==> config.mk <==
export PLATFORM = sky130hd
export DESIGN_NAME = vah_regs
export DESIGN_NICKNAME = d
export VERILOG_FILES = /design/src/vah_pkg.sv /design/src/vah_regs.sv
export SDC_FILE = /design/constraint.sdc
export NUM_CORES = 1
export LEC_CHECK = 0
export BUFFER_PORTS_ARGS = -buffer_cell sky130_fd_sc_hd__buf_4
export CAP_MARGIN = 20
export CORE_AREA = 2 2 117 119
export CTS_BUF_LIST = sky130_fd_sc_hd__clkbuf_8
export CTS_CLUSTER_DIAMETER = 200
export DETAILED_ROUTE_END_ITERATION = 8
export DIE_AREA = 0 0 119 121
export PLACE_DENSITY = 0.53
export SYNTH_ARGS = -nofsm -noshare
export SYNTH_HDL_FRONTEND = slang
export SYNTH_SLANG_ARGS = --single-unit
==> constraint.sdc <==
create_clock -name clk -period 1 [get_ports clk]
set_input_delay 0.05 -clock clk [delete_from_list [all_inputs] [get_ports clk]]
set_output_delay 0.05 -clock clk [all_outputs]
set_load 0.02 [all_outputs]
==> src/vah_pkg.sv <==
// Shared types, constants and helpers of the activity heap block.
`default_nettype none
package vah_pkg;

	localparam int NUM_VARS     = 256;
	localparam int CLAUSE_WIDTH = 3;
	localparam int VAR_W        = $clog2(NUM_VARS + 1);
	localparam int IDX_W        = $clog2(NUM_VARS);
	localparam int CNT_W        = IDX_W + 1;
	localparam int K_W          = 2;
	localparam int SCORE_W      = 32;
	localparam int GF_W         = 17;
	localparam int BUMP_W       = 31;
	localparam int SH_W         = 5;
	localparam int PROD_W       = BUMP_W + GF_W;
	localparam int APB_AW       = 4;
	localparam int APB_DW       = 32;

	localparam logic signed [SCORE_W-1:0] SCORE_MAX = 32'sh7FFF_FFFF;
	localparam logic signed [SCORE_W-1:0] ONE_Q16   = 32'sh0001_0000;
	localparam logic [BUMP_W-1:0] BUMP_MAX          = 31'h7FFF_FFFF;

	localparam logic [GF_W-1:0]   RST_GROWTH = 17'd68985;
	localparam logic [BUMP_W-1:0] RST_BUMP   = 31'd65536;
	localparam logic [BUMP_W-1:0] RST_THRESH = 31'd1073741824;
	localparam logic [SH_W-1:0]   RST_SHIFT  = 5'd14;

	localparam logic [2:0] REQ_CLEAR = 3'd0;
	localparam logic [2:0] REQ_COUNT = 3'd1;
	localparam logic [2:0] REQ_BUMP  = 3'd2;
	localparam logic [2:0] REQ_DEACT = 3'd3;
	localparam logic [2:0] REQ_REACT = 3'd4;

	localparam logic [1:0] REG_GROWTH = 2'd0;
	localparam logic [1:0] REG_BUMP   = 2'd1;
	localparam logic [1:0] REG_THRESH = 2'd2;
	localparam logic [1:0] REG_SHIFT  = 2'd3;

	typedef struct packed {
		logic [2:0]       req_type;
		logic [VAR_W-1:0] var_a;
		logic [VAR_W-1:0] var_b;
		logic [VAR_W-1:0] var_c;
	} req_t;

	typedef struct packed {
		logic [VAR_W-1:0]          top_var;
		logic signed [SCORE_W-1:0] top_score;
		logic                      did_scale;
	} rsp_t;

	typedef struct packed {
		logic [GF_W-1:0]   growth_factor;
		logic [BUMP_W-1:0] init_bump;
		logic [BUMP_W-1:0] scale_threshold;
		logic [SH_W-1:0]   scale_shift;
	} cfg_t;

	typedef enum logic [4:0] {
		OP_IDLE, OP_FILL_RST, OP_FILL_CLR, OP_BMUL, OP_BSAT, OP_NEXT, OP_MOD,
		OP_UP_P, OP_UP_PV, OP_UP_CMP, OP_PLACE, OP_DN_L, OP_DN_LV, OP_DN_RV,
		OP_DN_CMP, OP_SCALE, OP_TOP0, OP_TOP1, OP_TOP2
	} op_t;

	typedef struct packed {
		logic [2:0] req_type;
		logic [2:0] in_type;
		logic       fill_last;
		logic       scale_last;
		logic       var_ok;
		logic       vars_done;
		logic       trig;
		logic       idx_zero;
		logic       up_go;
		logic       leaf;
		logic       dn_go;
		logic       out_free;
	} status_t;

	function automatic logic signed [SCORE_W-1:0] sat_score(input logic signed [SCORE_W:0] x);
		logic signed [SCORE_W:0] hi;
		logic signed [SCORE_W:0] lo;
		begin
			hi = (SCORE_W+1)'(SCORE_MAX);
			lo = -hi;
			if (x > hi) begin
				sat_score = SCORE_MAX;
			end else if (x < lo) begin
				sat_score = -SCORE_MAX;
			end else begin
				sat_score = x[SCORE_W-1:0];
			end
		end
	endfunction

endpackage
`default_nettype wire

==> src/vah_regs.sv <==
// Configuration register file behind the APB-style port.
`default_nettype none
module vah_regs (
	input  logic                       clk,
	input  logic                       arst_n,
	input  logic                       psel,
	input  logic                       penable,
	input  logic                       pwrite,
	input  logic [vah_pkg::APB_AW-1:0] paddr,
	input  logic [vah_pkg::APB_DW-1:0] pwdata,
	output logic [vah_pkg::APB_DW-1:0] prdata,
	output logic                       pready,
	output vah_pkg::cfg_t              cfg
);
	import vah_pkg::*;

	cfg_t       cfg_q;
	logic       wr_en;
	logic [1:0] reg_sel;

	assign pready  = 1'b1;
	assign wr_en   = psel & penable & pwrite;
	assign reg_sel = paddr[3:2];
	assign cfg     = cfg_q;

	always_ff @(posedge clk or negedge arst_n) begin
		if (!arst_n) begin
			cfg_q.growth_factor   <= RST_GROWTH;
			cfg_q.init_bump       <= RST_BUMP;
			cfg_q.scale_threshold <= RST_THRESH;
			cfg_q.scale_shift     <= RST_SHIFT;
		end else if (wr_en) begin
			unique case (reg_sel)
				REG_GROWTH: cfg_q.growth_factor   <= pwdata[GF_W-1:0];
				REG_BUMP:   cfg_q.init_bump       <= pwdata[BUMP_W-1:0];
				REG_THRESH: cfg_q.scale_threshold <= pwdata[BUMP_W-1:0];
				REG_SHIFT:  cfg_q.scale_shift     <= pwdata[SH_W-1:0];
				default: ;
			endcase
		end
	end

	always_comb begin
		unique case (reg_sel)
			REG_GROWTH: prdata = APB_DW'(cfg_q.growth_factor);
			REG_BUMP:   prdata = APB_DW'(cfg_q.init_bump);
			REG_THRESH: prdata = APB_DW'(cfg_q.scale_threshold);
			REG_SHIFT:  prdata = APB_DW'(cfg_q.scale_shift);
			default:    prdata = '0;
		endcase
	end

endmodule
`default_nettype wire

; Yosys cells after proc, flatten, opt, wreduce, memory -nomap -nowiden
; Index checks and enable logic that the tools add are counted.
[word_totals]
n_memories = 0
latchBits = 0
inputBits = 41
romBits = 0
ram_bits = 0
elab_cells = 15
ff_bits = 84
[op_classes]
n_addsub = 0
n_eq_ne = 3
n_reduce_logical = 5
mul = 0
order_cmp = 0
bitwise_logic = 2
n_shift = 0
n_mux = 1
div = 0
[op_table]
columns = cell, n
row1 = case mux 32 bit (4 select lines), 1
row2 = AND reduction 2 bit, 4
row3 = equality test 2 bit (second input constant), 2
row4 = AND 1 bit, 2
row5 = equality test 2 x 1 -> 1 bit (second input constant), 1
row6 = logical NOT 2 bit, 1

; Depth between registers and ports, before layout
[logic_depth]
depth_word = 3
mapped_depth = 6

; Least setup slack after synthesis
; Ideal clock, no wire load.
[synth_timing]
kind = reg2out
start = reg cfg_q (netlist bit cfg[52])
end = out prdata[16] (netlist bit)
path_buffers = 0
t_arrival_ns = 1.147
setup_slack_ns = -0.197
stages_incl_launch_ff = 3
path_cell_list = dfstp_2 -> mux2i_1 -> o21ai_0
[synth_between]
elab_chain_cells = 1
[synth_rtl]
columns = element, line_no
row1 = start: declaration, vah_regs.sv:17  ; cfg_t cfg_q;
row2 = case mux 32 bit (4 select lines), vah_regs.sv:44  ; unique case (reg_sel)
row3 = end: declaration, vah_regs.sv:11  ; output logic [vah_pkg::APB_DW-1:0] prdata,
; No other way between the ends. The select of a mux whose other input is x is not followed.

; Final worst setup path
[layout_timing]
start = reg cfg_q (netlist bit cfg[5])
end = out prdata[0] (netlist bit)
; Same word-level chain as after synthesis.

==> metrics <==
crit start category=register; Die Footprint=14400 um2; Post-Synthesis Cells=253; initial core utilization=29.5%; fin nets=582; worst r2r src=cfg[0]; kind of critical path=reg -> out; Setup WS pre-CTS=-0.354 ns; most frequent cells in the layout=buf_6, dfrtp_1, buf_4; via/cell ratio=4.46; Warnings, synthesis=0; dpl cell area=5680 um2; Final Power=0.0148 W; Core Region=13100 um2; initial antenna violation count=0; leakage power=3.61 nW; Yosys cell types=23; GRT overflow=0; min Tclk post-route=1.47 ns; most common cell after layout, fill and taps aside=buf_6; insertion delay to the later sink of the worst-skew pair=0.36 ns; CTS tree=built; vias in the first global route=3519; Die Y=121 um; R2R cell count=4; routed len/inst=17.2 um; Post-synth EDFFs=0; layout cells sized above 1=75.5%; WP data required=0.95 ns; Root Buffer Master=clkbuf_8; Pwr Density=1990 nW/um2; CP startpoint=cfg[5]; Routed Antenna Nets=0; drc violations=0; # diodes=0; Final setup viols=98; final worst-path cycle share=147%; Routed WL=12.4 mm; ys async rst share=100%; I/O pins=158; Avg Cell Area, Syn=15.3 um2; Final Skew=0 ns; Hold Crit Class=in -> async; post-synthesis sequential area ratio=54.8%; endpoint class of the critical path=output pin; Max-Cap Viols=0; Rows=42; Final Hold Vio Count=0; CP arrival=1.42 ns; RSZ-0062 raised after global routing=true; Netlist Area Pre-Place=3870 um2; PortBufs=152; area grow syn2layout=92.4%; net count after synthesis=294; R2R setup slack=-0.11 ns; first-pass GRT wire length=19.4 mm; hpwl dp=7.74 mm; clock sinks=84; clock buffer depth=2; fin. max-slew vios=0; failing checks=negative setup slack; top_reg_cell synth=dfrtp_1; status=finished with violations; Worst R2R End=cfg[0]; first-pass iteration count of the detailed router=4; DRT iter0 DRCs=84; routed via count=3222; GRT Total Usage=17.5%; RD Place Congestion=0.734; Worst-path clk slew=0.08 ns; Worst VDD drop=0.00105 V; setup_tns=-13.83 ns; CTS buffer count=9; H-tree depth=3; max reg flops=84; Max Clk Rate=681 MHz; fin area=7440 um2; Die Wd=119 um; Crit Path Max Fanout=2; largest net degree at the start of global routing=26; Yosys reg bits=84; final worst slack=-0.470 ns
==> synthesized netlist by cell type, drive strengths merged (2+ instances only) <==
cell | count | area (um2)
clkbuf | 2 | 7.51
dfstp | 14 | 368
mux4 | 5 | 113
mux2 | 84 | 1060
nand2 | 12 | 45.0
a22o | 14 | 123
mux2i | 12 | 120
o21ai | 12 | 60.1
dfrtp | 70 | 1750
buf | 17 | 150
nor2 | 2 | 7.51
conb | 2 | 7.51
==> kinds of logic after synthesis <==
kind of cell	after synthesis	share of synthesized area, %
DFF	84	54.8
and+or+nand+nor	20	2.69
buffers and inverters	20	4.17
muxes	101	33.4
other	2	0.194
AOI/OAI and AO/OA	26	4.73
==> how the worst max path moves through the flow <==
stage                            to  cells after the start  slack [ns]
final                     prdata[0]                      2       -0.47
after detailed placement    cfg[45]                      4       -0.35
after global placement      cfg[50]                      4       -0.35
after floorplan             cfg[68]                      4       -0.13
after CTS                 prdata[0]                      2       -0.50
after global routing      prdata[0]                      2       -0.51
==> where the power goes <==
part | internal [W] | total [W] | switching (W) | leakage (nW)
logic | 0.00460 | 0.00762 | 0.00302 | 2.51
clock network | 0.00101 | 0.00222 | 0.00122 | 0.103
registers | 0.00430 | 0.00499 | 0.000689 | 0.996
total | 0.00991 | 0.0148 | 0.00492 | 3.61
==> per-layer routing <==
layer / part of all wire [%] / up-vias / track usage (%)
met5: 0 / - / 0
met4: 1.2 / 0 / 5.58
met3: 5.4 / 11 / 4.89
met2: 51 / 101 / 29.7
met1: 42 / 1619 / 21.7
li1: - / 1491 / -
==> stage by stage <==
| step | utilization [%] | std cells | hold slack (ns) |
|---|---|---|---|
| final | 56.9 | 722 | 0.133 |
| after global routing | 56.9 | 722 | 0.143 |
| after CTS | 55.7 | 710 | 0.110 |
| after detailed placement | 43.4 | 607 | -0.0186 |
| after global placement | 43.4 | 607 | -0.0199 |
| after floorplan | - | 253 | -0.246 |
==> critical path, cell delays in order (launching register included) <==
cell,delay (ns)
dfrtp_2,0.42
mux4_2,0.49
buf_6,0.15
==> cell type report <==
cell class | count | area (um2)
Inverter | 1 | 3.75
Clock inverter | 5 | 21.3
Timing Repair Buffer | 296 | 3160
Clock buffer | 11 | 151
Fill cell | 1038 | 5650
Sequential cell | 84 | 2130
Multi-Input combinational cell | 149 | 1760
Tap cell | 176 | 220
==> timing repair <==
action	4_1_cts	5_1_grt
hold buffers	32	0
cloned	1	0
setup buffers	57	35
resized for setup	182	42
hold endpoints to repair	158	0
pin swaps	6	12
endpoints found under the setup margin	106	119
No activity file was read; power rests on OpenSTA's default activity.
