===== config.mk =====
export PLATFORM = sky130hd
export DESIGN_NAME = vah_ctrl
export DESIGN_NICKNAME = d
export VERILOG_FILES = /design/src/vah_pkg.sv /design/src/vah_ctrl.sv
export SDC_FILE = /design/constraint.sdc
export NUM_CORES = 1
export LEC_CHECK = 0
export BUFFER_PORTS_ARGS = -buffer_cell sky130_fd_sc_hd__buf_2
export CAP_MARGIN = 20
export CORE_UTILIZATION = 35
export DETAILED_ROUTE_END_ITERATION = 10
export PLACE_DENSITY = 0.64
export SYNTH_ARGS = -nofsm -noshare
export SYNTH_HDL_FRONTEND = slang
export SYNTH_SLANG_ARGS = --single-unit

===== constraint.sdc =====
create_clock -name clk -period 5.5 [get_ports clk]
set_input_delay 0.275 -clock clk [delete_from_list [all_inputs] [get_ports clk]]
set_output_delay 0.275 -clock clk [all_outputs]
set_load 0.005 [all_outputs]

===== src/vah_pkg.sv =====
// Shared types, constants and helpers of the activity heap block.
`default_nettype none
package vah_pkg;

	localparam int NUM_VARS     = 256;
	localparam int CLAUSE_WIDTH = 3;
	localparam int VAR_W        = $clog2(NUM_VARS + 1);
	localparam int IDX_W        = $clog2(NUM_VARS);
	localparam int CNT_W        = IDX_W + 1;
	localparam int K_W          = 2;
	localparam int SCORE_W      = 32;
	localparam int GF_W         = 17;
	localparam int BUMP_W       = 31;
	localparam int SH_W         = 5;
	localparam int PROD_W       = BUMP_W + GF_W;
	localparam int APB_AW       = 4;
	localparam int APB_DW       = 32;

	localparam logic signed [SCORE_W-1:0] SCORE_MAX = 32'sh7FFF_FFFF;
	localparam logic signed [SCORE_W-1:0] ONE_Q16   = 32'sh0001_0000;
	localparam logic [BUMP_W-1:0] BUMP_MAX          = 31'h7FFF_FFFF;

	localparam logic [GF_W-1:0]   RST_GROWTH = 17'd68985;
	localparam logic [BUMP_W-1:0] RST_BUMP   = 31'd65536;
	localparam logic [BUMP_W-1:0] RST_THRESH = 31'd1073741824;
	localparam logic [SH_W-1:0]   RST_SHIFT  = 5'd14;

	localparam logic [2:0] REQ_CLEAR = 3'd0;
	localparam logic [2:0] REQ_COUNT = 3'd1;
	localparam logic [2:0] REQ_BUMP  = 3'd2;
	localparam logic [2:0] REQ_DEACT = 3'd3;
	localparam logic [2:0] REQ_REACT = 3'd4;

	localparam logic [1:0] REG_GROWTH = 2'd0;
	localparam logic [1:0] REG_BUMP   = 2'd1;
	localparam logic [1:0] REG_THRESH = 2'd2;
	localparam logic [1:0] REG_SHIFT  = 2'd3;

	typedef struct packed {
		logic [2:0]       req_type;
		logic [VAR_W-1:0] var_a;
		logic [VAR_W-1:0] var_b;
		logic [VAR_W-1:0] var_c;
	} req_t;

	typedef struct packed {
		logic [VAR_W-1:0]          top_var;
		logic signed [SCORE_W-1:0] top_score;
		logic                      did_scale;
	} rsp_t;

	typedef struct packed {
		logic [GF_W-1:0]   growth_factor;
		logic [BUMP_W-1:0] init_bump;
		logic [BUMP_W-1:0] scale_threshold;
		logic [SH_W-1:0]   scale_shift;
	} cfg_t;

	typedef enum logic [4:0] {
		OP_IDLE, OP_FILL_RST, OP_FILL_CLR, OP_BMUL, OP_BSAT, OP_NEXT, OP_MOD,
		OP_UP_P, OP_UP_PV, OP_UP_CMP, OP_PLACE, OP_DN_L, OP_DN_LV, OP_DN_RV,
		OP_DN_CMP, OP_SCALE, OP_TOP0, OP_TOP1, OP_TOP2
	} op_t;

	typedef struct packed {
		logic [2:0] req_type;
		logic [2:0] in_type;
		logic       fill_last;
		logic       scale_last;
		logic       var_ok;
		logic       vars_done;
		logic       trig;
		logic       idx_zero;
		logic       up_go;
		logic       leaf;
		logic       dn_go;
		logic       out_free;
	} status_t;

	function automatic logic signed [SCORE_W-1:0] sat_score(input logic signed [SCORE_W:0] x);
		logic signed [SCORE_W:0] hi;
		logic signed [SCORE_W:0] lo;
		begin
			hi = (SCORE_W+1)'(SCORE_MAX);
			lo = -hi;
			if (x > hi) begin
				sat_score = SCORE_MAX;
			end else if (x < lo) begin
				sat_score = -SCORE_MAX;
			end else begin
				sat_score = x[SCORE_W-1:0];
			end
		end
	endfunction

endpackage
`default_nettype wire


===== src/vah_ctrl.sv =====
// Sequencer that steps the datapath through each request.
`default_nettype none
module vah_ctrl (
	input  logic             clk,
	input  logic             arst_n,
	input  logic             req_valid,
	input  vah_pkg::status_t st,
	output vah_pkg::op_t     op,
	output logic             req_stall
);
	import vah_pkg::*;

	typedef enum logic [18:0] {
		S_INIT   = 19'h00001,
		S_IDLE   = 19'h00002,
		S_BMUL   = 19'h00004,
		S_BSAT   = 19'h00008,
		S_NEXT   = 19'h00010,
		S_MOD    = 19'h00020,
		S_UP_P   = 19'h00040,
		S_UP_PV  = 19'h00080,
		S_UP_CMP = 19'h00100,
		S_PLACE  = 19'h00200,
		S_DN_L   = 19'h00400,
		S_DN_LV  = 19'h00800,
		S_DN_RV  = 19'h01000,
		S_DN_CMP = 19'h02000,
		S_CLR    = 19'h04000,
		S_SCALE  = 19'h08000,
		S_TOP0   = 19'h10000,
		S_TOP1   = 19'h20000,
		S_TOP2   = 19'h40000
	} state_t;

	state_t state_q, state_d;

	always_ff @(posedge clk or negedge arst_n) begin
		if (!arst_n) begin
			state_q <= S_INIT;
		end else begin
			state_q <= state_d;
		end
	end

	assign req_stall = state_q != S_IDLE;

	always_comb begin
		state_d = state_q;
		op      = OP_IDLE;
		unique case (state_q)
			S_INIT: begin
				op = OP_FILL_RST;
				if (st.fill_last) state_d = S_IDLE;
			end
			S_IDLE: begin
				op = OP_IDLE;
				if (req_valid) begin
					state_d = S_TOP0;
					unique case (st.in_type) inside
						REQ_CLEAR:                       state_d = S_CLR;
						REQ_BUMP:                        state_d = S_BMUL;
						REQ_COUNT, REQ_DEACT, REQ_REACT: state_d = S_NEXT;
						default:                         state_d = S_TOP0;
					endcase
				end
			end
			S_CLR: begin
				op = OP_FILL_CLR;
				if (st.fill_last) state_d = S_TOP0;
			end
			S_BMUL: begin
				op      = OP_BMUL;
				state_d = S_BSAT;
			end
			S_BSAT: begin
				op      = OP_BSAT;
				state_d = S_NEXT;
			end
			S_NEXT: begin
				op = OP_NEXT;
				if (st.vars_done) begin
					state_d = st.trig ? S_SCALE : S_TOP0;
				end else if (st.var_ok) begin
					state_d = S_MOD;
				end
			end
			S_MOD: begin
				op      = OP_MOD;
				state_d = (st.req_type == REQ_DEACT) ? S_DN_L : S_UP_P;
			end
			S_UP_P: begin
				op      = OP_UP_P;
				state_d = st.idx_zero ? S_PLACE : S_UP_PV;
			end
			S_UP_PV: begin
				op      = OP_UP_PV;
				state_d = S_UP_CMP;
			end
			S_UP_CMP: begin
				op      = OP_UP_CMP;
				state_d = st.up_go ? S_UP_P : S_PLACE;
			end
			S_PLACE: begin
				op      = OP_PLACE;
				state_d = S_NEXT;
			end
			S_DN_L: begin
				op      = OP_DN_L;
				state_d = st.leaf ? S_PLACE : S_DN_LV;
			end
			S_DN_LV: begin
				op      = OP_DN_LV;
				state_d = S_DN_RV;
			end
			S_DN_RV: begin
				op      = OP_DN_RV;
				state_d = S_DN_CMP;
			end
			S_DN_CMP: begin
				op      = OP_DN_CMP;
				state_d = st.dn_go ? S_DN_L : S_PLACE;
			end
			S_SCALE: begin
				op = OP_SCALE;
				if (st.scale_last) state_d = S_TOP0;
			end
			S_TOP0: begin
				op      = OP_TOP0;
				state_d = S_TOP1;
			end
			S_TOP1: begin
				op      = OP_TOP1;
				state_d = S_TOP2;
			end
			S_TOP2: begin
				op = OP_TOP2;
				if (st.out_free) state_d = S_IDLE;
			end
			default: begin
				op      = OP_IDLE;
				state_d = S_IDLE;
			end
		endcase
	end

endmodule
`default_nettype wire


---- Yosys cells after proc, flatten, opt, wreduce, memory -nomap -nowiden ----
Index checks and enable logic that the tools add are counted.
operators by class
  equality and inequality tests ........... 31
  mux-type cells .......................... 16
  reduce and logical (&&, ||, !) cells .... 4
operators by type and width
  cell                                             number
  one-hot mux 19 bit (18 select lines)             1
  two-way mux 19 bit                               7
  one-hot mux 5 bit (18 select lines)              1
  one-hot mux 17 bit (3 select lines)              1
  two-way mux 11 bit                               2
  two-way mux 10 bit                               2
  == test 19 x 1 -> 1 bit, second input constant   1
  == test 19 x 10 -> 1 bit, second input constant  1
  == test 19 x 11 -> 1 bit, second input constant  1
  == test 19 x 12 -> 1 bit, second input constant  1
  == test 19 x 13 -> 1 bit, second input constant  1
  == test 19 x 14 -> 1 bit, second input constant  1
  == test 19 x 15 -> 1 bit, second input constant  1
  == test 19 x 16 -> 1 bit, second input constant  1
  == test 19 x 17 -> 1 bit, second input constant  1
  == test 19 x 18 -> 1 bit, second input constant  1
  == test 19 bit, second input constant            1
  == test 19 x 2 -> 1 bit, second input constant   1
  == test 19 x 3 -> 1 bit, second input constant   1
  == test 19 x 4 -> 1 bit, second input constant   1
  == test 19 x 5 -> 1 bit, second input constant   1
  == test 19 x 6 -> 1 bit, second input constant   1
  == test 19 x 7 -> 1 bit, second input constant   1
  == test 19 x 8 -> 1 bit, second input constant   1
  13 further kinds                                 19
word-level totals
  bits in registers ....................... 19
  input port bits ......................... 19
  output and inout port bits .............. 6
  logic and storage cells ................. 52

---- Longest topological paths before layout ----
Gate-level depths: netlist (run 1).
  word-level depth ........................ 5
  mapped depth ............................ 8
  depth with buffers taken out ............ 6

---- Least setup slack after synthesis (run 1) ----
Ideal clock, no wire load.
  path type ............................... flip-flop to output port
  start ................................... register state_q[4]
  end ..................................... output op[1]
  arrival time ............................ 1796 ps
  required time ........................... 5225 ps
  setup slack ............................. 3429 ps
  cell stages (with the launch flop) ...... 6
  path buffers ............................ 0
  cell sequence ........................... dfrtp_1 -> nor4_4 -> nand4_2 -> or2_4 -> or4b_4 -> nand4_1
between the ends
  word-level cells in the longest chain between the ends .. 2
  elaborated cells between the ends (all ways) .. 19
  classes of those cells .................. eq/ne: 18; mux: 1
RTL lines
  what                                    RTL line        source
  start, declared                         vah_ctrl.sv:35  state_t state_q, state_d;
  start signal, assigned                  vah_ctrl.sv:41  state_q <= state_d;
  == test 19 bit (tied with other cells)  vah_ctrl.sv:50  unique case (state_q)
  one-hot mux 5 bit (18 select lines) *   vah_ctrl.sv:50
  end, declared                           vah_ctrl.sv:8   output vah_pkg::op_t op,
Every way passes the cells marked *; elsewhere a longest branch is shown, timed or not.

---- Worst setup path in the final report (run 1) ----
  start ................................... register state_q[2]
  end ..................................... output op[3]
Same word-level chain as after synthesis.

==> results of run 1 <==
-- Yosys cell counts (2+ instances only) --
| cell | instances | share of area (%) |
|---|---|---|
| sky130_fd_sc_hd__nor2_1 | 20 | 5.5 |
| sky130_fd_sc_hd__dfrtp_1 | 18 | 33 |
| sky130_fd_sc_hd__nand2_1 | 9 | 2.5 |
| sky130_fd_sc_hd__nor3_1 | 7 | 2.6 |
| sky130_fd_sc_hd__inv_1 | 6 | 1.6 |
| sky130_fd_sc_hd__nand4b_1 | 6 | 3.8 |
| sky130_fd_sc_hd__buf_6 | 4 | 3.3 |
| sky130_fd_sc_hd__nand3_1 | 4 | 1.5 |
| sky130_fd_sc_hd__nand4_1 | 4 | 1.8 |
| sky130_fd_sc_hd__xor2_1 | 4 | 2.6 |
| sky130_fd_sc_hd__a21oi_1 | 3 | 1.1 |
| sky130_fd_sc_hd__nor2b_1 | 3 | 1.4 |
| sky130_fd_sc_hd__nor3b_1 | 3 | 1.6 |
| sky130_fd_sc_hd__nor4_4 | 3 | 4.7 |
| sky130_fd_sc_hd__nor4b_1 | 3 | 1.9 |
| sky130_fd_sc_hd__nor4_1 | 2 | 0.91 |
| sky130_fd_sc_hd__nor4_2 | 2 | 1.8 |
| sky130_fd_sc_hd__or3_1 | 2 | 0.91 |
| sky130_fd_sc_hd__xnor2_1 | 2 | 1.3 |
-- critical path, stage by stage, from the launching register on --
cell                      delay [ns]
sky130_fd_sc_hd__dfrtp_1        0.48
sky130_fd_sc_hd__nor4_4         0.58
sky130_fd_sc_hd__nand4_2        0.19
sky130_fd_sc_hd__or2_4          0.29
sky130_fd_sc_hd__nor4b_2        0.39
sky130_fd_sc_hd__or3_1          0.23
sky130_fd_sc_hd__or2_1          0.12
sky130_fd_sc_hd__buf_2          0.10
-- kinds of logic after synthesis --
kind of cell              after synthesis  synth area share (%)
AOI/OAI and AO/OA                      17                 10.33
xor gates and xnor gates                6                 3.839
buffers and inverters                  10                 4.936
DFF                                    19                 34.83
muxes                                   1                0.7313
and+or+nand+nor                        86                 45.34
-- placed cells by master, fill, tap and decap left out, types with 2 or more instances in the layout --
cell / n
sky130_fd_sc_hd__nor2_1: 20
sky130_fd_sc_hd__xor2_1: 4
sky130_fd_sc_hd__buf_2: 24
sky130_fd_sc_hd__nor3b_1: 3
sky130_fd_sc_hd__clkbuf_8: 3
sky130_fd_sc_hd__a21oi_1: 3
sky130_fd_sc_hd__nand4_1: 4
sky130_fd_sc_hd__nor4_4: 3
sky130_fd_sc_hd__or3_1: 2
sky130_fd_sc_hd__nand3_1: 4
sky130_fd_sc_hd__nor4b_1: 3
sky130_fd_sc_hd__nor2b_1: 3
sky130_fd_sc_hd__nor3_1: 7
sky130_fd_sc_hd__nand4b_1: 6
sky130_fd_sc_hd__nor4_2: 2
sky130_fd_sc_hd__nand2_1: 9
sky130_fd_sc_hd__inv_1: 6
sky130_fd_sc_hd__dfrtp_1: 18
sky130_fd_sc_hd__nor4_1: 2
sky130_fd_sc_hd__xnor2_1: 2
-- metrics by stage --
step | std cells | area (um^2) | setup WS (ns) | total power [W] | util [%]
2_1_floorplan | 139 | 1369 | 3.429 | 0.0004651 | -
3_3_place_gp | 207 | 1504 | 3.001 | 0.0005023 | 40.47
3_5_place_dp | 207 | 1504 | 2.905 | 0.0005110 | 40.47
4_1_cts | 212 | 1559 | 2.610 | 0.0006156 | 41.95
5_1_grt | 212 | 1559 | 2.438 | 0.0006592 | 41.95
6_report | 212 | 1559 | 2.583 | 0.0006176 | 41.95
-- routing by layer --
metal	vias up	part of all wire (%)	global-route usage, %
li1	578	-	-
met1	587	45	23.94
met2	48	48	30.13
met3	2	6.9	5.458
met4	0	0.42	2.222
met5	-	0	0
-- cell type report --
cell class / instances / share of cell area, %
multi-input cells: 110 / 52.89
flip-flops and latches: 19 / 30.58
repair buffers: 25 / 8.347
well taps: 48 / 3.852
clock buffers: 4 / 2.889
inverters: 6 / 1.445
-- power breakdown --
| group | internal (W) | leakage [nW] | switching [W] |
|---|---|---|---|
| sequential | 0.000156 | 0.258 | 0.0000325 |
| combinational | 0.000136 | 0.456 | 0.000191 |
| clock | 0.0000516 | 0.0228 | 0.0000500 |
-- final timing paths --
| path | cells after the start | startpoint | slack (ns) | end |
|---|---|---|---|---|
| setup reg to reg | 5 | state_q[2]$_DFFE_PN0P_ | 3.05 | state_q[5]$_DFFE_PN0P_ |
| hold reg to reg | 1 | state_q[0]$_DFFE_PN1P_ | 0.53 | state_q[0]$_DFFE_PN1P_ |
| setup / recovery | 7 | state_q[2]$_DFFE_PN0P_ | 2.58 | op[3] |
| max in group asynchronous | 2 | arst_n | 4.67 | state_q[0]$_DFFE_PN1P_ |
| hold / removal | 2 | st[2] | 0.18 | state_q[11]$_DFFE_PN0P_ |
| min in group asynchronous | 2 | arst_n | 0.49 | state_q[14]$_DFFE_PN0P_ |
-- what timing repair did --
action | 4_1_cts | 5_1_grt
hold endpoints to repair | 18 | 0
setup endpoints to repair | 0 | 0
hold buffers | 1 | 0
==> reports/metrics.yaml, run 1 <==
die:
  die-width_um: 64.54
  core_area_mm2: 0.003716
  die_area_mm2: 0.004165
  initial_utilization_pct: 36.84
  io-pin-count: 25
  num_rows: 22
  die_y_um: 64.54
yosys:
  synth_fp_nets: 158
  ys_seq_area_share_pct: 34.83
  syn_area_per_cell_um2: 9.848
  ys_async_sr_fraction_pct: 100.0
  synth-main-ff-cell: "sky130_fd_sc_hd__dfrtp_1"
  synth.cell_area_mm2: 0.001369
  synth_enable_flop_cells: 0
  synth-warning-count: 0
  synth.lib_cells_used.distinct: 53
  post_synth_inst_count: 139
  synth_seq_cells: 19
routing:
  drt_first_iter_violations: 118
  totalWireLength_um: 3546
  antenna_violating_nets_post_route: 0
  drc_errors: 0
  num_vias: 1215
  via_per_inst: 5.731
  detail_route.wl_per_cell_um: 16.73
  detailedRoute.firstPassIterationCount: 4
timing:
  period_minus_slack_ns: 2.917
  fmaxAchievable_mhz: 342.9
  fin_tns_setup_ns: 0
  fin_worst_hold_slack_ns: 0.1761
  final-hold-violation-count: 0
  rsz0062_at_grt: "no"
  final_min_period_over_clock_period_pct: 53.03
  setup_viol_count_final: 0
  drv_slew: 0
  slew_headroom_pct: 54.96
  least_margin_pin_slew_ns: 0.6694
  worst_case_clock_skew_ns: 0.006792
critical_path:
  cp_data_required_time_ns: 5.22
  path_class: "register to primary output"
  critical_path.max_fanout: 11
  worstPathArrival_ns: 2.64
  worstSetupStartpointType: "register"
  critical_path_endpoint_category: "primary output"
final_layout:
  registers.top_by_ff_count: "state_q"
  nNetsFinal: 184
  flow.area_growth_from_synthesis_pct: 13.89
  share_of_cells_above_drive_strength_1_pct: 27.44
  largest_register_ffs: 19
  multi_input_comb_area_um2: 824.5
  antenna-diode-count: 0
  final-seq-area_um2: 476.7
  layout.filler_cells: 365
  largest_registers_in_the_final_layout: "state_q (19)"
global_route:
  first_global_vias: 1216
  number_of_antenna_violations_at_the_first_check_in_global_routing: 0
  gr-total-overflow: 0
  grt_max_degree: 20
  grt_pass1_wl_um: 5823
  grt.total_usage_pct: 18.22
hold_path:
  holdCritPathClass: "primary input to register"
run_status:
  status: "finished, final reports clean"
cts:
  worstSkewPairLatency_ns: 0.26
  cts_buffer_depth: 2
  cts-buffers-inserted: 3
  cts.htree.levels: 1
  cts_tree: "built"
  clock_pin_transition_on_the_worst_setup_and_hold_timing_paths_ns: 0.08
  cts.root.buffer_cell: "sky130_fd_sc_hd__clkbuf_8"
  cts.sinks: 19
  postCtsResizedCells: 0
  postCtsSetupBuffers: 0
flow_run:
  timing.max_cap.violations: 0
place:
  io_buffers: 24
  detailed_place_hpwl_um: 2645
  gp_routability_congestion: 0.8180
pwr:
  power.static_leakage_nw: 0.7363
  power-per-cell-area_mw_per_mm2: 396.1
  peakVddDrop_mv: 0.1982
Note: power is estimated with default switching activity, not from simulation.
==> run 2: changes to the inputs <==
==> constraint.sdc (replaced) <==
create_clock -name clk -period 2.8 [get_ports clk]
set_input_delay 0.14 -clock clk [delete_from_list [all_inputs] [get_ports clk]]
set_output_delay 0.14 -clock clk [all_outputs]
set_load 0.005 [all_outputs]
==> run 2 against run 1 <==
Effect of this change: worst setup slack got worse by 2.4 ns; global-route usage fell by 1.1 points; sequential share of layout area fell by 0.22 points; critical endpoint unchanged; die area did not move; sequential power rose by 94%; hold slack got worse by 0.14 ns; non-clock buffer count rose by 1; clock skew fell by 0.0061 ns; largest cell class unchanged; critical path depth did not move; total power rose by 99%.
==> reports/metrics.yaml, run 2 (same netlist as run 1, synthesis figures left out) <==
pwr:
  power.static_leakage_nw: 0.7401  # +0.52%
  peakVddDrop_mv: 0.4264  # +120%
  power-per-cell-area_mw_per_mm2: 781.9  # +97%
place:
  io_buffers: 24  # unchanged
  detailed_place_hpwl_um: 2611  # -1.3%
  dpl-instance-area_mm2: 0.001511  # +0.50%
  gp_routability_congestion: 0.9492  # +16%
hold_path:
  holdCritPathClass: "primary input to register"
  hold_start: "st[2]"
  whs_endpoint: "state_q[11]$_DFFE_PN0P_"
  min_delay_path_depth: 2  # unchanged
routing:
  totalWireLength_um: 3301  # -6.9%
  drc_errors: 0  # unchanged
  via_per_inst: 5.695  # -0.63%
  detailedRoute.firstPassIterationCount: 4  # unchanged
  detail_route.wl_per_cell_um: 15.50  # -7.3%
  antenna_violating_nets_post_route: 0  # unchanged
  drt_first_iter_violations: 93  # -21%
  num_vias: 1213  # -0.16%
final_layout:
  multi_input_comb_area_um2: 824.5  # unchanged
  largest_register_ffs: 19  # unchanged
  layout_commonest_cell: "sky130_fd_sc_hd__buf_2"
  nNetsFinal: 185  # +0.54%
  antenna-diode-count: 0  # unchanged
  final_design_area_no_fill_mm2: 0.001570  # +0.72%
  flow.area_growth_from_synthesis_pct: 14.72
  layout.filler_cells: 357  # -2.2%
  final-seq-area_um2: 476.7  # unchanged
  share_of_cells_above_drive_strength_1_pct: 28.48  # +1.0 points
  most-common-layout-cells: "sky130_fd_sc_hd__buf_2, sky130_fd_sc_hd__nor2_1, sky130_fd_sc_hd__dfrtp_1"
  largest_registers_in_the_final_layout: "state_q (19)"
  registers.top_by_ff_count: "state_q"
die:
  io-pin-count: 25  # unchanged
  initial_utilization_pct: 36.84  # unchanged
  die-width_um: 64.54  # unchanged
  num_rows: 22  # unchanged
  die_y_um: 64.54  # unchanged
  die_area_mm2: 0.004165  # unchanged
  core_area_mm2: 0.003716  # unchanged
timing:
  period_minus_slack_ns: 2.595
  fin_tns_setup_ns: 0  # unchanged
  final_min_period_over_clock_period_pct: 92.69
  worst_case_clock_skew_ns: 0.0006708  # -0.006122 ns
  drv_slew: 0  # unchanged
  slew_headroom_pct: 50.47  # -4.5 points
  fmaxAchievable_mhz: 385.3
  setup_viol_count_final: 0  # unchanged
  final-hold-violation-count: 0  # unchanged
  least_margin_pin_slew_ns: 0.7362  # +0.06685 ns
  rsz0062_at_grt: "no"
global_route:
  gr-total-overflow: 0  # unchanged
  grt_pass1_wl_um: 5513  # -5.3%
  grt_max_degree: 20  # unchanged
  first_global_vias: 1206  # -0.82%
  grt.total_usage_pct: 17.13  # -1.1 points
  number_of_antenna_violations_at_the_first_check_in_global_routing: 0  # unchanged
critical_path:
  reg2reg_slack_ns: 0.36  # -2.69 ns
  rr_startpoint: "state_q[12]$_DFFE_PN0P_"
  worstSetupStartpointType: "register"
  path_class: "register to primary output"
  timing.critical_path.slowest_cell_delay_ns: 0.57  # about the same
  cp_data_required_time_ns: 2.66  # -2.56 ns
  worst-r2r-cell-count: 6  # +1
  critical_path_endpoint_category: "primary output"
  worstPathArrival_ns: 2.46  # -0.18 ns
  critical_path.max_fanout: 7  # -4
  crit-reg2reg-capture: "state_q[1]$_DFFE_PN0P_"
  cpMaxStageDelayCell: "sky130_fd_sc_hd__or4bb_1"
  cp_cell_sequence: "nor4_4 > nand4_2 > or4bb_1 > o311ai_1 > or3_1 > or2_1 > buf_2"
cts:
  cts_buffer_depth: 2  # unchanged
  clock_pin_transition_on_the_worst_setup_and_hold_timing_paths_ns: 0.08  # about the same
  cts-buffers-inserted: 3  # unchanged
  worstSkewPairLatency_ns: 0.26  # about the same
  cts_tree: "built"
  cts.root.buffer_cell: "sky130_fd_sc_hd__clkbuf_8"
  cts.sinks: 19  # unchanged
  cts.htree.levels: 1  # unchanged
  postCtsSetupBuffers: 0  # unchanged
run_status:
  status: "finished, final reports clean"
flow_run:
  timing.max_cap.violations: 0  # unchanged
==> run 2: cell types whose count changed in the layout (fill, tap and decap cells not counted) <==
cell                         change
sky130_fd_sc_hd__clkbuf_1        -1
sky130_fd_sc_hd__clkinvlp_4      +1
sky130_fd_sc_hd__buf_4           +1
==> run 2: layout make-up <==
type	count	area share, %
well taps	48	3.825
clock inverters	1	0.4781
repair buffers	26	8.765
clock buffers	3	2.629
inverters	6	1.434
flip-flops and latches	19	30.36
multi-input cells	110	52.51
==> run 2: what timing repair did <==
item                      4_1_cts  5_1_grt
hold endpoints to repair       18        0
gates resized for setup         0        0
hold buffers                    1        0
==> run 2: per-layer routing <==
metal / share of wire, % / GRT usage [%] / vias to the layer above / routed length [um]
li1: - / - / 590 / -
met1: 46 / 22.96 / 574 / 1513
met2: 46 / 27.63 / 45 / 1530
met3: 7.1 / 4.049 / 4 / 234
met4: 0.70 / 4.167 / 0 / 23
met5: 0 / 0 / - / 0
==> run 2: critical path: cells and delay by family, from the launching register on <==
family | cells | cell delay (ns)
simple gates | 5 | 1.52
compound gates | 1 | 0.12
buf+inv | 1 | 0.11
flops | 1 | 0.46
==> run 2: worst max path at each step <==
stage	slack [ns]	start	cells past startpoint	to
after global routing	0.05	state_q[4]$_DFFE_PN0P_	7	op[2]
final	0.20	state_q[4]$_DFFE_PN0P_	7	op[3]
after global placement	0.35	state_q[12]$_DFFE_PN0P_	6	state_q[1]$_DFFE_PN0P_
after detailed placement	0.41	state_q[9]$_DFFE_PN0P_	6	state_q[1]$_DFFE_PN0P_
after floorplan	0.83	state_q[2]$_DFFE_PN0P_	6	state_q[1]$_DFFE_PN0P_
after CTS	0.25	state_q[4]$_DFFE_PN0P_	7	op[3]
==> run 2: metrics by stage <==
stage / std cells / setup WS [ns] / total power (W) / utilization (%) / hold slack (ns)
finish: 213 / 0.2046 / 0.001228 / 42.26 / 0.04026
global route: 213 / 0.04782 / 0.001312 / 42.26 / 0.03895
CTS: 213 / 0.2475 / 0.001223 / 42.26 / 0.03380
detailed placement: 208 / 0.4096 / 0.001019 / 40.67 / 0.1069
global placement: 208 / 0.3548 / 0.001011 / 40.67 / 0.1055
floorplan: 139 / 0.8265 / 0.0009135 / - / -0.1556
==> run 2: where the power goes <==
group / internal [W] / total (W) / switching, W
logic: 0.000278 / 0.000664 / 0.000386
clock network: 0.000100 / 0.000197 / 0.0000970
registers: 0.000307 / 0.000367 / 0.0000594
total: 0.000685 / 0.00123 / 0.000542
